`src/rtl/core/tlc_pkg.sv`:
```
// Shared constants, codes and types of the two-level write-back cache.
package tlc_pkg;

    // Default geometry: sizes in bytes and the L2 way count
    localparam int BLOCK_BYTES_DEF = 16;
    localparam int L1_BYTES_DEF    = 256;
    localparam int L2_BYTES_DEF    = 512;
    localparam int L2_WAYS_DEF     = 2;
    localparam int MEM_BYTES_DEF   = 65536;

    // Fixed word size, request address width and field widths
    localparam int WORD_BYTES = 4;
    localparam int ADDR_W     = 16;
    localparam int WORD_W     = 32;
    localparam int COST_W     = 8;
    localparam int ACC_W      = 12;

    // Configuration register indexes
    localparam int NUM_REGS  = 6;
    localparam int REG_IDX_W = 3;
    localparam logic [REG_IDX_W-1:0] REG_L1_RD  = 3'd0;
    localparam logic [REG_IDX_W-1:0] REG_L1_WR  = 3'd1;
    localparam logic [REG_IDX_W-1:0] REG_L2_RD  = 3'd2;
    localparam logic [REG_IDX_W-1:0] REG_L2_WR  = 3'd3;
    localparam logic [REG_IDX_W-1:0] REG_MEM_RD = 3'd4;
    localparam logic [REG_IDX_W-1:0] REG_MEM_WR = 3'd5;

    typedef logic [COST_W-1:0] t_cost;

    localparam t_cost COST_L1_RD_RST  = 8'd1;
    localparam t_cost COST_L1_WR_RST  = 8'd1;
    localparam t_cost COST_L2_RD_RST  = 8'd10;
    localparam t_cost COST_L2_WR_RST  = 8'd10;
    localparam t_cost COST_MEM_RD_RST = 8'd100;
    localparam t_cost COST_MEM_WR_RST = 8'd50;

    // Block copy kinds
    typedef logic [1:0] t_copy;
    localparam t_copy CP_L2_MEM = 2'd0;
    localparam t_copy CP_MEM_L2 = 2'd1;
    localparam t_copy CP_L1_L2  = 2'd2;
    localparam t_copy CP_L2_L1  = 2'd3;

    // Index width of at least one bit
    function automatic int clog2_min1(input int n);
        return (n > 1) ? $clog2(n) : 1;
    endfunction

endpackage

```
`src/rtl/core/tlc_ram.sv`:
```
// Simple dual-port synchronous RAM with registered read.
module tlc_ram #(
    parameter int WIDTH = 32,
    parameter int DEPTH = 16
) (
    input  logic                                 i_clk,
    input  logic                                 i_we,
    input  logic [tlc_pkg::clog2_min1(DEPTH)-1:0] i_waddr,
    input  logic [WIDTH-1:0]                     i_wdata,
    input  logic [tlc_pkg::clog2_min1(DEPTH)-1:0] i_raddr,
    output logic [WIDTH-1:0]                     o_rdata
);

    logic [WIDTH-1:0] r_mem [DEPTH];
    logic [WIDTH-1:0] r_rdata;

    // Write port
    always_ff @(posedge i_clk) begin
        if (i_we) begin
            r_mem[i_waddr] <= i_wdata;
        end
    end

    // Registered read port
    always_ff @(posedge i_clk) begin
        r_rdata <= r_mem[i_raddr];
    end

    assign o_rdata = r_rdata;

endmodule

```
`config.mk`:
```
export PLATFORM = sky130hd
export DESIGN_NAME = tlc_ram
export DESIGN_NICKNAME = d
export VERILOG_FILES = /design/src/rtl/core/tlc_pkg.sv /design/src/rtl/core/tlc_ram.sv
export SDC_FILE = /design/constraint.sdc
export NUM_CORES = 1
export LEC_CHECK = 0
export BUFFER_PORTS_ARGS = -buffer_cell sky130_fd_sc_hd__clkbuf_2
export CAP_MARGIN = 20
export CORE_ASPECT_RATIO = 1.1
export CORE_MARGIN = 4
export CORE_UTILIZATION = 33
export CTS_BUF_LIST = sky130_fd_sc_hd__clkbuf_2 sky130_fd_sc_hd__clkbuf_4 sky130_fd_sc_hd__clkbuf_8
export CTS_CLUSTER_DIAMETER = 30
export DETAILED_ROUTE_END_ITERATION = 8
export HOLD_SLACK_MARGIN = 0.1
export PLACE_DENSITY = 0.52
export SLEW_MARGIN = 20
export SYNTH_ARGS = -nofsm -noshare
export SYNTH_HDL_FRONTEND = slang
export SYNTH_SLANG_ARGS = --single-unit
```
`constraint.sdc`:
```
create_clock -name i_clk -period 3.2 [get_ports i_clk]
set_input_delay 0.16 -clock i_clk [delete_from_list [all_inputs] [get_ports i_clk]]
set_output_delay 0.16 -clock i_clk [all_outputs]
set_load 0.01 [all_outputs]
```
Word-level counts from Yosys, hierarchy flattened
Memory sizes are Yosys's and may differ from the RTL's. A register that Yosys moved wholly into a read port is not among the register bits.
Index checks and enable logic that the tools add are counted.
{ "word_totals": {"regBits": 0, "memories": 1, "out_inout_bits": 32, "inputBits": 42, "ram_bits": 512, "wordCells": 3} }
{ "classes": {"muxes": 2} }
{ "memory_table": {"columns": ["memory", "words", "width", "read_ports", "rd_ports_with_merged_regs", "write_ports", "line", "source"], "rows": [
  ["r_mem", 16, 32, 1, 1, 1, "tlc_ram.sv:14", "logic [WIDTH-1:0] r_mem [DEPTH];"]
]} }
{ "op_table": {"columns": ["op", "count"], "rows": [
  ["$mux 1", 2]
]} }

Longest topological paths before layout
{ "logic_depth": {"depth_word": 2, "mapped_depth": 5, "depth_no_buf": 3} }

Least setup slack after synthesis
No wires, ideal clock.
{ "synth_path": {"path_type": "input -> register", "startpoint": "input port i_waddr[2] in the netlist's numbering", "endpoint": "memory r_mem[0][0], enable pin", "stages": 2, "required_ps": 2739, "arrival_time_ps": 2878, "setup_ps": 461, "slack_ps": -140, "path_cell_list": "or3b_2 nor3_1"} }
{ "synth_lines": {"columns": ["element", "line", "source"], "rows": [
  ["start, declared", "tlc_ram.sv:8", "input logic [tlc_pkg::clog2_min1(DEPTH)-1:0] i_waddr,"],
  ["end, declared", "tlc_ram.sv:14", null]
]} }
No word-level cell before the write port.

==> out/summary.txt <==
YS warnings = 0
final clock skew = 29.7 ps
Hold Fails Final Rpt = 0
Max-Cap Viols = 0
WS Path Type = input pin to flop
fill count = 5,293
CP max-delay cell = nor2b_4
CP Capture Type = flop
Mapped Cells = 838
worst path cell trace = dlygate4sd3_1 -> clkbuf_2 -> nor2b_4 -> buf_4 -> a22oi_1 -> nand2_1
top cells by area, synth = edfxtp_1 77%, mux4_2 15%, dfxtp_1 3.2%
Die X = 242 um
DR pass1 iterations = 5
period utilisation layout = 55.2%
Max IR drop VDD = 0.265 mV
initial DRC count = 645
Synth cell types = 18
routed via count = 9,261
Clock Path Buffers = 3
TritonCTS clock tree = done
initial cell density of the core = 33.2%
post-synthesis sequential area ratio = 80.7%
Finished Layout Cells = 1,882
Avg WL per Cell = 23.5 um
Detailed Place HPWL = 23,500 um
cell area after synthesis = 19,900 um2
Top Usage Layer GRT = met2
Clk Latency, worst-skew pair = 650 ps
CP max FO = 23
Final Critical Period = 1770 ps
H-tree levels = 3
Slew @ Worst Pin = 1070 ps
vias in the first global route = 10.3k
CTS root buf = clkbuf_8
I/O pin cnt = 74
Max-slew headroom = 28.5%
clock slew at reported path FFs = 60 ps
share of layout cells above drive strength 1 = 38.6%
Hold Crit Class = input pin to flop
most common cell after layout, fill and taps aside = edfxtp_1
biggest area consumer among synthesized cells = edfxtp_1
Port Buffer Count = 73
Area Overhead vs Synth = 21.7%
RD Place Congestion = 0.673
TritonCTS Buffers = 96
fin. max-slew vios = 0
met1 Track Usage GR = 18.9%
crit path DAT = 2340 ps
RSZ-0062 raised after global routing = false
most frequent cells in the layout = 512 x edfxtp_1, 128 x mux4_2, 115 x clkbuf_8
setup TNS = 0 ps
Residual DRC = 0
grt met3 use = 2.73%
routed vias/inst = 4.92
CP max stage delay = 780 ps
Nets = 1,073
placed cells = 1,668
Leakage = 7.88 nW
largest net degree at the start of global routing = 53
die height = 265 um
area share of the largest cell type after synthesis = 77.4%
core box area = 59,700 um2
Tot GR Track Use = 13.9%
syn avg cell area = 23.7 um2
count of cells resized by post-cts repair = 0
Data required, critical path = 3770 ps
#FFs+latches synth = 544
total grt overflow = 0
global-route wire length before repair = 66,700 um
clock sink count = 544
final-report setup violation count = 0
number of antenna violations at the first check in global routing = 1
M2 GR Usage = 22.6%
power per cell area = 676 nW/um2
Cell Rows = 94
syn_nets = 880
run status = finished clean
startpoint types = input pin
antenna viol nets, final = 0
final WL = 44,300 um
Die ar. = 64,200 um2
Max Freq = 566 MHz
## cell usage after synthesis
master / instances
nor3_1: 4
buf_6: 2
and2_1: 1
buf_1: 9
mux4_2: 128
dfxtp_1: 32
or3b_2: 1
nor2_1: 13
nand2_1: 33
buf_2: 4
nand2b_1: 2
edfxtp_1: 512
nand3b_1: 2
a22oi_1: 64
nand3_1: 1
nor2b_1: 2
clkbuf_1: 17
buf_4: 11
## power by group
group	internal (mW)	switching, mW	leakage [nW]
Combinational	0.319	0.432	1.78
Sequential	7.97	0.0513	4.89
Clock	4.69	2.88	1.20
## flip-flops by register name, indices dropped and copies added (netlist names)
register  flops
r_mem       512
o_rdata      32
## cell families (layout without fill, tap and decap cells)
kind of cell	after synthesis	after routing	synth area share, %
and+or+nand+nor	59	59	1.27
muxes	128	128	14.5
other	0	1	0
DFF	544	544	80.7
buffers and inverters	43	318	1.12
AOI/OAI and AO/OA	64	64	2.42
## final timing paths
path	start	endpoint	slack [ps]	cells after the start
worst max-delay path	i_raddr[2]	o_rdata[24]	1430	6
worst min-delay path	i_raddr[1]	o_rdata[11]	190	4
worst max register to register	r_mem[3][14]	o_rdata[14]	1840	3
worst min register to register	r_mem[14][11]	o_rdata[11]	640	3
## timing repair
action                                 CTS  global route
hold buffers                            33             0
endpoints found under the hold margin  523             0
buffers inserted                         0             0
## critical path: cells and delay by family
kind | cells | cell delay (ps)
buffers and inverters | 3 | 1080
AND/OR/NAND/NOR | 2 | 950
AO/OA/AOI/OAI | 1 | 120
## per-layer routing
layer / vias up / share of wire (%)
li1: 3988 / -
met1: 4955 / 44
met2: 254 / 49
met3: 64 / 5.2
met4: 0 / 1.9
met5: - / 0
## per-stage QoR
stage,utilization [%],area [um2],power (mW),hold WS (ps),setup slack [ps]
floorplan,-,19900,8.56,259,161
global placement,35.9,21500,8.90,549,1130
detailed placement,35.9,21500,8.91,552,1140
CTS,40.4,24200,16.6,134,1490
global route,40.4,24200,17.0,170,1410
finish,40.4,24200,16.3,186,1430
## cell type report
type | instances | area [um2] | share of cell area (%)
clock inverter | 50 | 666 | 2.75
timing repair buffer | 138 | 1080 | 4.45
clock buffer | 130 | 1690 | 6.99
antenna | 1 | 2.50 | 0.0104
multi-input combinational | 251 | 3760 | 15.5
tap | 768 | 961 | 3.98
sequential | 544 | 16000 | 66.3
(Power assumes the default switching activity.)
